===== config.mk =====
export PLATFORM = sky130hd
export DESIGN_NAME = fermat_primality_round_unit
export DESIGN_NICKNAME = d
export VERILOG_FILES = /design/src/design/fpr_pkg.sv /design/src/design/fpr_modmul.sv /design/src/design/fermat_primality_round_unit.sv
export SDC_FILE = /design/constraint.sdc
export NUM_CORES = 1
export LEC_CHECK = 0
export CAP_MARGIN = 15
export CORE_ASPECT_RATIO = 1.5
export CORE_MARGIN = 2
export CORE_UTILIZATION = 60
export DETAILED_ROUTE_END_ITERATION = 12
export DONT_BUFFER_PORTS = 1
export HOLD_SLACK_MARGIN = 0.06
export PLACE_DENSITY = 0.87
export SLEW_MARGIN = 20
export SYNTH_ARGS = -nofsm -noshare
export SYNTH_HDL_FRONTEND = slang
export SYNTH_SLANG_ARGS = --single-unit

===== constraint.sdc =====
create_clock -name clk -period 7.83 [get_ports clk]
set_input_delay 1.566 -clock clk [delete_from_list [all_inputs] [get_ports clk]]
set_output_delay 1.566 -clock clk [all_outputs]
set_load 0.01 [all_outputs]

===== src/design/fpr_pkg.sv =====
// shared request and result types for the fermat primality round unit
package fpr_pkg;

  localparam int CAND_W = 32;
  localparam int RAND_W = 31;

  typedef struct packed {
    logic [CAND_W-1:0] candidate;
    logic [RAND_W-1:0] random_word;
  } in_t;

  typedef struct packed {
    logic              verdict;
    logic [CAND_W-1:0] power_value;
    logic [CAND_W-1:0] witness;
  } out_t;

endpackage


===== src/design/fpr_modmul.sv =====
// bit-serial modular multiplier, one multiplier bit per cycle, msb first
module fpr_modmul #(
  parameter int NUM_BITS = 32
) (
  input  logic                clk,
  input  logic                rst_n,
  input  logic                start,
  input  logic [NUM_BITS-1:0] op_a,
  input  logic [NUM_BITS-1:0] op_b,
  input  logic [NUM_BITS-1:0] modulus,
  output logic                done,
  output logic [NUM_BITS-1:0] product
);
  import fpr_pkg::*;

  localparam int CNT_W = $clog2(NUM_BITS + 1);

  logic [NUM_BITS-1:0] a_r, a_nxt;
  logic [NUM_BITS-1:0] b_r, b_nxt;
  logic [NUM_BITS-1:0] n_r, n_nxt;
  logic [NUM_BITS-1:0] acc_r, acc_nxt;
  logic [CNT_W-1:0]    cnt_r, cnt_nxt;
  logic                run_r, run_nxt;
  logic                done_r, done_nxt;

  logic [NUM_BITS+1:0] sum;
  logic [NUM_BITS+1:0] one_n;
  logic [NUM_BITS+1:0] two_n;
  logic [NUM_BITS+1:0] red;

  // acc < n and a < n, so 2*acc + a < 3n: at most two subtractions of n
  always_comb begin
    one_n = {2'b00, n_r};
    two_n = {1'b0, n_r, 1'b0};
    sum   = {1'b0, acc_r, 1'b0} + (b_r[NUM_BITS-1] ? {2'b00, a_r} : '0);
    if (sum >= two_n) begin
      red = sum - two_n;
    end else if (sum >= one_n) begin
      red = sum - one_n;
    end else begin
      red = sum;
    end
  end

  always_comb begin
    a_nxt    = a_r;
    b_nxt    = b_r;
    n_nxt    = n_r;
    acc_nxt  = acc_r;
    cnt_nxt  = cnt_r;
    run_nxt  = run_r;
    done_nxt = 1'b0;
    if (start) begin
      a_nxt   = op_a;
      b_nxt   = op_b;
      n_nxt   = modulus;
      acc_nxt = '0;
      cnt_nxt = CNT_W'(NUM_BITS);
      run_nxt = 1'b1;
    end else if (run_r) begin
      acc_nxt = red[NUM_BITS-1:0];
      b_nxt   = b_r << 1;
      cnt_nxt = cnt_r - CNT_W'(1);
      if (cnt_r == CNT_W'(1)) begin
        run_nxt  = 1'b0;
        done_nxt = 1'b1;
      end
    end
  end

  always_ff @(posedge clk) begin
    if (!rst_n) begin
      run_r  <= 1'b0;
      done_r <= 1'b0;
      cnt_r  <= '0;
      acc_r  <= '0;
    end else begin
      run_r  <= run_nxt;
      done_r <= done_nxt;
      cnt_r  <= cnt_nxt;
      acc_r  <= acc_nxt;
    end
  end

  always_ff @(posedge clk) begin
    a_r <= a_nxt;
    b_r <= b_nxt;
    n_r <= n_nxt;
  end

  assign done    = done_r;
  assign product = acc_r;

  a_done_pulse: assert property (@(posedge clk) disable iff (!rst_n)
    done |=> !done)
    else $error("modmul done held for more than one cycle");

  a_done_after_run: assert property (@(posedge clk) disable iff (!rst_n)
    done |-> !run_r)
    else $error("modmul done while still running");

  a_start_runs: assert property (@(posedge clk) disable iff (!rst_n)
    start |=> run_r && !done)
    else $error("modmul did not begin after start");

endmodule


===== src/design/fermat_primality_round_unit.sv =====
// fermat trial unit: serial witness reduction then serial square-and-multiply
// candidates decided at once (n <= 3 or even) are answered in the cycle after start;
// otherwise 31 division steps, then NUM_BITS exponent bits; each bit costs a
// squaring, plus a multiply on a set bit,
// in the single bit-serial modular multiplier
// one request at a time, next one taken as the result strobes; sync reset to idle
module fermat_primality_round_unit #(
  parameter int NUM_BITS = 32
) (
  input  logic          clk,
  input  logic          rst_n,
  input  logic          start,
  output logic          busy,
  input  fpr_pkg::in_t  in_data,
  output logic          out_valid,
  output fpr_pkg::out_t out_data
);
  import fpr_pkg::*;

  localparam int MAX_STEPS = (NUM_BITS > RAND_W) ? NUM_BITS : RAND_W;
  localparam int CNT_W     = $clog2(MAX_STEPS + 1);

  typedef enum logic [4:0] {
    S_IDLE = 5'b00001,
    S_DIV  = 5'b00010,
    S_PREP = 5'b00100,
    S_MUL  = 5'b01000,
    S_SQR  = 5'b10000
  } state_t;

  state_t              state_r, state_nxt;
  logic [CNT_W-1:0]    cnt_r, cnt_nxt;
  logic [NUM_BITS-1:0] n_r, n_nxt;
  logic [NUM_BITS-1:0] d_r, d_nxt;
  logic [RAND_W-1:0]   rw_r, rw_nxt;
  logic [NUM_BITS-1:0] rem_r, rem_nxt;
  logic [NUM_BITS-1:0] exp_r, exp_nxt;
  logic [NUM_BITS-1:0] acc_r, acc_nxt;
  logic [NUM_BITS-1:0] sq_r, sq_nxt;
  logic                out_valid_r, out_valid_nxt;
  out_t                out_data_r, out_data_nxt;

  logic [NUM_BITS-1:0] n_in;
  logic [NUM_BITS:0]   trial;
  logic [NUM_BITS-1:0] rem_step;
  logic                mm_start;
  logic [NUM_BITS-1:0] mm_a;
  logic                mm_done;
  logic [NUM_BITS-1:0] mm_prod;

  assign n_in = in_data.candidate[NUM_BITS-1:0];

  // restoring division step: remainder of the random word by n - 3
  always_comb begin
    trial = {rem_r, rw_r[RAND_W-1]};
    if (trial >= {1'b0, d_r}) begin
      rem_step = NUM_BITS'(trial - {1'b0, d_r});
    end else begin
      rem_step = trial[NUM_BITS-1:0];
    end
  end

  always_comb begin
    state_nxt     = state_r;
    cnt_nxt       = cnt_r;
    n_nxt         = n_r;
    d_nxt         = d_r;
    rw_nxt        = rw_r;
    rem_nxt       = rem_r;
    exp_nxt       = exp_r;
    acc_nxt       = acc_r;
    sq_nxt        = sq_r;
    out_valid_nxt = 1'b0;
    out_data_nxt  = out_data_r;
    mm_start      = 1'b0;
    mm_a          = sq_r;
    unique case (state_r)
      S_IDLE: begin
        if (start) begin
          n_nxt  = n_in;
          d_nxt  = n_in - NUM_BITS'(3);
          rw_nxt = in_data.random_word;
          out_data_nxt.power_value = '0;
          out_data_nxt.witness     = '0;
          if (n_in <= NUM_BITS'(1)) begin
            out_valid_nxt        = 1'b1;
            out_data_nxt.verdict = 1'b0;
          end else if (n_in == NUM_BITS'(2) || n_in == NUM_BITS'(3)) begin
            out_valid_nxt        = 1'b1;
            out_data_nxt.verdict = 1'b1;
          end else if (!n_in[0]) begin
            out_valid_nxt        = 1'b1;
            out_data_nxt.verdict = 1'b0;
          end else begin
            rem_nxt   = '0;
            cnt_nxt   = CNT_W'(RAND_W);
            state_nxt = S_DIV;
          end
        end
      end
      S_DIV: begin
        rem_nxt = rem_step;
        rw_nxt  = rw_r << 1;
        cnt_nxt = cnt_r - CNT_W'(1);
        if (cnt_r == CNT_W'(1)) begin
          // witness = 2 + remainder, always below n
          sq_nxt    = rem_step + NUM_BITS'(2);
          acc_nxt   = NUM_BITS'(1);
          exp_nxt   = n_r - NUM_BITS'(1);
          cnt_nxt   = CNT_W'(NUM_BITS);
          state_nxt = S_PREP;
        end
      end
      S_PREP: begin
        mm_start = 1'b1;
        if (exp_r[0]) begin
          mm_a      = acc_r;
          state_nxt = S_MUL;
        end else begin
          state_nxt = S_SQR;
        end
      end
      S_MUL: begin
        if (mm_done) begin
          acc_nxt   = mm_prod;
          mm_start  = 1'b1;
          state_nxt = S_SQR;
        end
      end
      S_SQR: begin
        if (mm_done) begin
          sq_nxt  = mm_prod;
          exp_nxt = exp_r >> 1;
          cnt_nxt = cnt_r - CNT_W'(1);
          if (cnt_r == CNT_W'(1)) begin
            out_valid_nxt            = 1'b1;
            out_data_nxt.verdict     = (acc_r == NUM_BITS'(1));
            out_data_nxt.power_value = CAND_W'(acc_r);
            out_data_nxt.witness     = CAND_W'(rem_r + NUM_BITS'(2));
            state_nxt                = S_IDLE;
          end else begin
            state_nxt = S_PREP;
          end
        end
      end
      default: begin
        state_nxt = S_IDLE;
      end
    endcase
  end

  fpr_modmul #(
    .NUM_BITS (NUM_BITS)
  ) u_modmul (
    .clk     (clk),
    .rst_n   (rst_n),
    .start   (mm_start),
    .op_a    (mm_a),
    .op_b    (sq_r),
    .modulus (n_r),
    .done    (mm_done),
    .product (mm_prod)
  );

  always_ff @(posedge clk) begin
    if (!rst_n) begin
      state_r     <= S_IDLE;
      cnt_r       <= '0;
      out_valid_r <= 1'b0;
    end else begin
      state_r     <= state_nxt;
      cnt_r       <= cnt_nxt;
      out_valid_r <= out_valid_nxt;
    end
  end

  always_ff @(posedge clk) begin
    n_r        <= n_nxt;
    d_r        <= d_nxt;
    rw_r       <= rw_nxt;
    rem_r      <= rem_nxt;
    exp_r      <= exp_nxt;
    acc_r      <= acc_nxt;
    sq_r       <= sq_nxt;
    out_data_r <= out_data_nxt;
  end

  assign busy      = (state_r != S_IDLE);
  assign out_valid = out_valid_r;
  assign out_data  = out_data_r;

  a_req_answered: assert property (@(posedge clk) disable iff (!rst_n)
    start && !busy |=> out_valid || busy)
    else $error("request neither answered nor in progress");

  a_result_idle: assert property (@(posedge clk) disable iff (!rst_n)
    out_valid |-> !busy)
    else $error("result strobed while still busy");

  a_special_zero: assert property (@(posedge clk) disable iff (!rst_n)
    out_valid && out_data.witness == '0 |-> out_data.power_value == '0)
    else $error("decided-at-once result carries a power value");

  a_verdict_power: assert property (@(posedge clk) disable iff (!rst_n)
    out_valid && out_data.witness != '0 |->
      out_data.verdict == (out_data.power_value == CAND_W'(1)))
    else $error("verdict disagrees with power value");

  a_mm_only_in_loop: assert property (@(posedge clk) disable iff (!rst_n)
    mm_done |-> state_r == S_MUL || state_r == S_SQR)
    else $error("multiplier finished outside the exponent loop");

endmodule

==> impl_metrics.py, run 1 <==
metrics = {
    "critical_path": {
        "setup.worst_path.start_class": "register",
        "critical_path.max_fanout": 47,
        "arrival_ns": 7.23,
        "r2r_start": "u_modmul.b_r[31]$_DFFE_PP_",
        "r2r_slack_ns": 1.08,
        "worstRegToRegCells": 27,
        "critPathKind": "reg -> reg",
        "end_kind": "register",
        "required_ns": 8.32,
        "worstSetupStartpoint": "u_modmul.b_r[31]$_DFFE_PP_",
        "r2r-end": "u_modmul.product[0]$_SDFFE_PP0P_",
    },
    "layout": {
        "drive_above_1_share_pct": 8.44,
        "syn2layout_area_growth_pct": 7.17,
        "finalInstanceArea_sq_um": 28800,
        "fin_nets": 2819,
        "num_antenna_cells": 0,
        "layout_common_cells": "edfxtp_1 (384), nand2_1 (297), nor2_1 (223)",
        "layout_commonest_cell": "edfxtp_1",
    },
    "route": {
        "ant_nets": 0,
        "wirelength_mm": 79.2,
        "route.detailed.drc": 0,
        "drtIter0Drc": 1897,
        "first_pass_iters": 6,
        "vias": 20876,
        "wl_per_cell_um": 24.6,
        "drt-vias-per-instance": 6.49,
    },
    "clocking": {
        "root_buffer": "clkbuf_16",
        "clkSinkCount": 436,
        "cts.path.max_buffers": 3,
        "clkLatencyLatePin_ns": 0.57,
        "clkTransAtPathRegs_ns": 0.06,
        "numCtsBuffers": 42,
        "tritoncts": "done",
        "hold_buffers": 0,
        "cts_resized": 0,
        "htreeDepth": 2,
        "post_cts_buffers": 0,
    },
    "synthesis": {
        "mappedNetlistNets": 2859,
        "yosysSeqAreaShare_pct": 46.8,
        "ys_types": 102,
        "synth_flop_cell": "edfxtp_1",
        "yosys.area.top_type": "edfxtp_1",
        "synth_area_per_cell_sq_um": 10.1,
        "async_reset_ff_share_pct": 0,
        "yosys_warnings": 0,
        "synth_top_area_share_pct": 43.0,
        "synth_cells": 2651,
        "synth-seq-cells": 436,
        "synthesis.area_sq_um": 26800,
        "synth_edf_count": 384,
        "netlist_top_cells_area": "edfxtp_1 (43%), ha_1 (6.4%), nand2_1 (4.2%), xnor2_1 (4.0%), dfxtp_1 (3.9%)",
    },
    "place": {
        "portBuffers": 0,
        "dp_hpwl_mm": 60.5,
        "placed_area_sq_um": 27400,
        "place_congestion": 1.03,
    },
    "global_route": {
        "grt_overflow": 0,
        "grt_pass1_wl_mm": 119,
        "antenna_found_initial": 3,
        "grt_max_degree": 80,
        "grt_pass1_vias": 20870,
        "grt_use_total_pct": 33.8,
    },
    "floorplanning": {
        "die_w_um": 177,
        "core-area_sq_um": 44000,
        "num_rows": 94,
        "ioPinCount": 133,
        "dieHeight_um": 263,
        "initial_core_util_pct": 61.0,
        "design.die.area_sq_um": 46500,
    },
    "timing": {
        "slew_headroom_pct": 39.8,
        "period_minus_slack_ns": 6.75,
        "clock_skew_ns": 0.0204,
        "fmax_mhz": 148,
        "grt_setup_unrepaired": "no",
        "finalCritPeriodShare_pct": 86.1,
        "whs_ns": 0.494,
        "slew_violations": 0,
        "hold_violations": 0,
        "tns_ns": 0,
        "setup_viol": 0,
        "worst_pin_slew_ns": 0.893,
    },
    "power": {
        "swShare_pct": 40.6,
        "internal-power_w": 0.00546,
        "switching_power_w": 0.00374,
        "p_leak_nw": 11.2,
        "vdd.ir_drop.worst_v": 0.000388,
        "clkPwrFrac_pct": 22.8,
        "seqPwrFrac_pct": 38.4,
        "power_frac_comb_pct": 38.8,
        "p_per_area_nw_per_um2": 320,
    },
    "worst_hold_path": {
        "hold_depth": 2,
        "hold_end": "u_modmul.cnt_r[0]$_SDFFE_PP0P_",
        "hold_class": "reg -> reg",
        "hp-start": "u_modmul.cnt_r[0]$_SDFFE_PP0P_",
    },
    "run_status": {
        "outcome": "finished clean",
    },
    "run": {
        "max_cap_violations": 0,
    },
}
[per-layer routing]
layer	up-vias	GRT usage (%)	routed length [um]
met1	9973	34.1	25800
met3	333	5.11	4810
met4	6	27.5	7810
met5	-	0	40
li1	9539	-	-
met2	1025	60.7	40800
[worst max-delay path: stages, from the launching register on]
cell	delay [ns]
edfxtp_1	0.49
and2_1	0.18
ha_1	0.17
inv_1	0.06
fa_1	0.41
nor2b_1	0.13
o21ai_1	0.09
a21o_1	0.20
a21boi_1	0.18
a221o_1	0.28
a31o_2	0.22
a21oi_1	0.08
o21bai_1	0.20
a211oi_1	0.13
xnor2_1	0.58
ha_1	0.43
a21o_1	0.20
a21oi_1	0.34
nor2b_1	0.12
a2111oi_0	0.51
nand3_1	0.14
a21oi_1	0.18
nor3_1	0.09
nor4_2	0.32
buf_12	0.28
nand2b_1	0.16
mux2_2	0.33
a21oi_1	0.14
[how the worst max path moves through the flow]
stage                                                   end  slack [ns]  cells past startpoint
after global placement     u_modmul.product[0]$_SDFFE_PP0P_        1.49                     27
after detailed placement   u_modmul.product[0]$_SDFFE_PP0P_        1.30                     24
final                      u_modmul.product[0]$_SDFFE_PP0P_        1.08                     27
after CTS                  u_modmul.product[0]$_SDFFE_PP0P_        1.21                     27
after global routing       u_modmul.product[0]$_SDFFE_PP0P_        0.41                     27
after floorplan           u_modmul.product[25]$_SDFFE_PP0P_        2.36                     25
[state kept, by name, indices dropped and copies added (netlist names), 5 cells and up]
register,cells
u_modmul.product,32
n_r,32
exp_r,32
acc_r,32
rw_r,31
u_modmul.a_r,32
cnt_r,6
u_modmul.n_r,32
u_modmul.b_r,32
rem_r,32
out_data,65
state_r,5
u_modmul.cnt_r,6
sq_r,32
d_r,32
[synth_stat cells (17+ instances only)]
cell,n
xor2_1,104
nor3_1,51
nor2_1,223
edfxtp_1,384
a21oi_1,164
mux2i_1,27
a21o_1,74
and2_1,80
clkbuf_1,87
nor4_1,27
inv_1,123
ha_1,138
nand2b_1,27
nand4_1,29
o21ai_0,118
nand3_1,36
dfxtp_1,52
mux2_2,69
o221ai_1,17
nor2b_1,22
nand2_1,299
xnor2_1,124
and3_1,54
or3_1,20
o21a_1,26
[power groups by stage]
stage / registers, W / clock network [W] / logic [W]
after floorplan: 0.00339 / 0 / 0.00254
final: 0.00353 / 0.00210 / 0.00357
after detailed placement: 0.00356 / 0 / 0.00341
after CTS: 0.00351 / 0.00211 / 0.00345
after global routing: 0.00355 / 0.00219 / 0.00380
after global placement: 0.00354 / 0 / 0.00333
[cells by family after synthesis]
family	after synthesis	synth area share, %
and+or+nand+nor	937	17.2
xor gates and xnor gates	228	7.44
DFF	436	46.8
buffers and inverters	232	3.42
adders and majority gates	142	6.73
muxes	96	3.90
AOI/OAI and AO/OA	580	14.5
[through the flow]
step / power (W) / worst slack [ns] / util, % / cells
2_1_floorplan: 0.00592 / 2.36 / - / 2651
3_3_place_gp: 0.00687 / 1.49 / 62.2 / 3142
3_5_place_dp: 0.00697 / 1.30 / 62.2 / 3142
4_1_cts: 0.00907 / 1.21 / 65.4 / 3217
5_1_grt: 0.00954 / 0.406 / 65.4 / 3218
6_report: 0.00919 / 1.08 / 65.4 / 3218
[final cells by class]
type	count	area, sq um
tap	576	721
inverter	123	462
sequential	436	12600
multi-input combinational	1983	13400
fill	3323	15200
clock inverter	23	270
clock buffer	52	1130
timing repair buffer	25	208
Note: power is estimated with default switching activity, not from simulation.
==> run 2: changes to the inputs <==
--- a/config.mk
+++ b/config.mk
@@ -7,11 +7,14 @@
 export LEC_CHECK = 0
 export CAP_MARGIN = 15
+export CELL_PAD_IN_SITES_DETAIL_PLACEMENT = 0
+export CELL_PAD_IN_SITES_GLOBAL_PLACEMENT = 1
 export CORE_ASPECT_RATIO = 1.5
 export CORE_MARGIN = 2
-export CORE_UTILIZATION = 60
+export CORE_UTILIZATION = 52
 export DETAILED_ROUTE_END_ITERATION = 12
 export DONT_BUFFER_PORTS = 1
+export GPL_ROUTABILITY_DRIVEN = 0
 export HOLD_SLACK_MARGIN = 0.06
-export PLACE_DENSITY = 0.87
+export PLACE_DENSITY = 0.93
 export SLEW_MARGIN = 20
 export SYNTH_ARGS = -nofsm -noshare
==> constraint.sdc (replaced) <==
create_clock -name clk -period 7.83 [get_ports clk]
set_input_delay 2.349 -clock clk [delete_from_list [all_inputs] [get_ports clk]]
set_output_delay 2.349 -clock clk [all_outputs]
set_load 0.01 [all_outputs]
==> run 2 against run 1 <==
Net effect:
- sequential share of layout area shrank 0.16 points
- routed wire length shrank 1.2%
- non-clock buffer count grew 2
- global-route usage shrank 4.7 points
- register-to-register slack lost 0.05 ns
- design area grew 0.37%
- hold slack gained 0.011 ns
- setup slack lost 0.052 ns
- via count shrank 0.82%
- critical path type unchanged
==> impl_metrics.py, run 2 (same netlist as run 1, synthesis figures left out) <==
metrics = {
    "floorplanning": {
        "die_w_um": 190,
        "core-area_sq_um": 51300,
        "dieHeight_um": 282,
        "num_rows": 102,
        "design.die.area_sq_um": 53500,
        "ioPinCount": 133,
        "initial_core_util_pct": 52.3,
    },
    "clocking": {
        "clkSinkCount": 436,
        "htreeDepth": 2,
        "clkTransAtPathRegs_ns": 0.07,
        "clkLatencyLatePin_ns": 0.58,
        "root_buffer": "clkbuf_16",
        "hold_buffers": 0,
        "cts_resized": 0,
        "cts.path.max_buffers": 3,
        "post_cts_buffers": 0,
        "numCtsBuffers": 43,
        "tritoncts": "done",
    },
    "worst_hold_path": {
        "hold_class": "reg -> reg",
        "hp-start": "cnt_r[1]$_SDFFE_PN0P_",
    },
    "global_route": {
        "grt_pass1_wl_mm": 118,
        "grt_pass1_vias": 20260,
        "grt_use_total_pct": 29.0,
        "grt_max_degree": 83,
        "grt_overflow": 0,
        "antenna_found_initial": 2,
    },
    "timing": {
        "period_minus_slack_ns": 6.80,
        "slew_violations": 0,
        "hold_violations": 0,
        "tns_ns": 0,
        "setup_viol": 0,
        "grt_setup_unrepaired": "no",
        "finalCritPeriodShare_pct": 86.8,
        "worst_pin_slew_ns": 0.970,
        "fmax_mhz": 147,
        "worst_slack_ns": 1.03,
        "clock_skew_ns": 0.0166,
        "slew_headroom_pct": 34.8,
    },
    "critical_path": {
        "r2r_start": "u_modmul.b_r[31]$_DFFE_PP_",
        "arrival_ns": 7.20,
        "required_ns": 8.23,
        "critPathKind": "reg -> reg",
        "setup.worst_path.start_class": "register",
        "worstSetupStartpoint": "u_modmul.b_r[31]$_DFFE_PP_",
        "critical_path.max_fanout": 32,
        "end_kind": "register",
    },
    "layout": {
        "largest_reg_flops": 65,
        "syn2layout_area_growth_pct": 7.56,
        "fin_nets": 2822,
        "finalInstanceArea_sq_um": 28900,
        "layout_common_cells": "edfxtp_1 (384), nand2_1 (297), nor2_1 (223)",
        "layout_commonest_cell": "edfxtp_1",
        "drive_above_1_share_pct": 8.68,
        "final_core_util_pct": 56.3,
        "num_antenna_cells": 0,
    },
    "route": {
        "route.detailed.drc": 0,
        "wl_per_cell_um": 23.5,
        "ant_nets": 0,
        "drt-vias-per-instance": 6.23,
        "wirelength_mm": 78.3,
        "drtIter0Drc": 1851,
        "vias": 20705,
        "first_pass_iters": 6,
    },
    "place": {
        "dp_hpwl_mm": 59.1,
        "placed_area_sq_um": 27500,
        "pre_cts_ws_ns": 1.27,
        "portBuffers": 0,
    },
    "power": {
        "vdd.ir_drop.worst_v": 0.000295,
        "p_per_area_nw_per_um2": 313,
        "p_leak_nw": 11.2,
    },
    "run_status": {
        "outcome": "finished clean",
    },
    "run": {
        "max_cap_violations": 0,
    },
}
[run 2: per-stage QoR]
step | hold slack (ns) | std cells | power (W)
final | 0.505 | 3325 | 0.00903
after CTS | 0.502 | 3325 | 0.00896
after global placement | 0.474 | 3243 | 0.00680
after floorplan | 0.448 | 2651 | 0.00592
after detailed placement | 0.489 | 3245 | 0.00691
after global routing | 0.519 | 3325 | 0.00943
[run 2: final timing paths]
check	slack, ns	depth (start not counted)	to
setup / recovery	1.03	27	u_modmul.product[8]$_SDFFE_PP0P_
hold reg to reg	0.51	1	cnt_r[1]$_SDFFE_PN0P_
hold / removal	0.51	1	cnt_r[1]$_SDFFE_PN0P_
setup reg to reg	1.03	27	u_modmul.product[8]$_SDFFE_PP0P_
[run 2: power breakdown]
part           leakage [nW]  total [W]  internal (W)  switching, W
clock network         0.671    0.00205       0.00110      0.000947
logic                  6.59    0.00346       0.00120       0.00227
registers              3.96    0.00351       0.00310      0.000414
[run 2: critical path, cell delays in order (launching register included)]
cell and delay (ns):
edfxtp_1 0.57, and2_1 0.19, ha_1 0.16, inv_1 0.05, fa_1 0.41, nor2b_1 0.13, o21ai_1 0.09, a21o_1 0.19
a21boi_1 0.18, a221o_1 0.28, a31o_2 0.22, a21oi_1 0.07, o21bai_1 0.19, a211oi_1 0.12, xnor2_1 0.47, ha_1 0.41
a21o_1 0.21, a21oi_1 0.26, nor2b_1 0.09, a2111oi_0 0.57, nand3_1 0.13, a21oi_1 0.22, nor3_1 0.12, nor4_2 0.22
buf_4 0.27, buf_4 0.36, mux2i_1 0.26, o221ai_1 0.15
[run 2: area by class of cell]
class	instances	area (sq um)
fill	4420	22400
inverter	123	462
timing repair buffer	27	226
clock inverter	29	254
tap	676	846
multi-input combinational	1983	13400
clock buffer	51	1110
sequential	436	12600
[run 2: routing by layer]
layer	part of all wire (%)	wire length (um)	global-route usage [%]	vias up
li1	-	-	-	9539
met1	36	28300	31.9	9946
met2	49	38200	50.3	926
met3	6.2	4840	4.52	292
met4	8.9	6950	22.3	2
met5	0.015	12	0	-
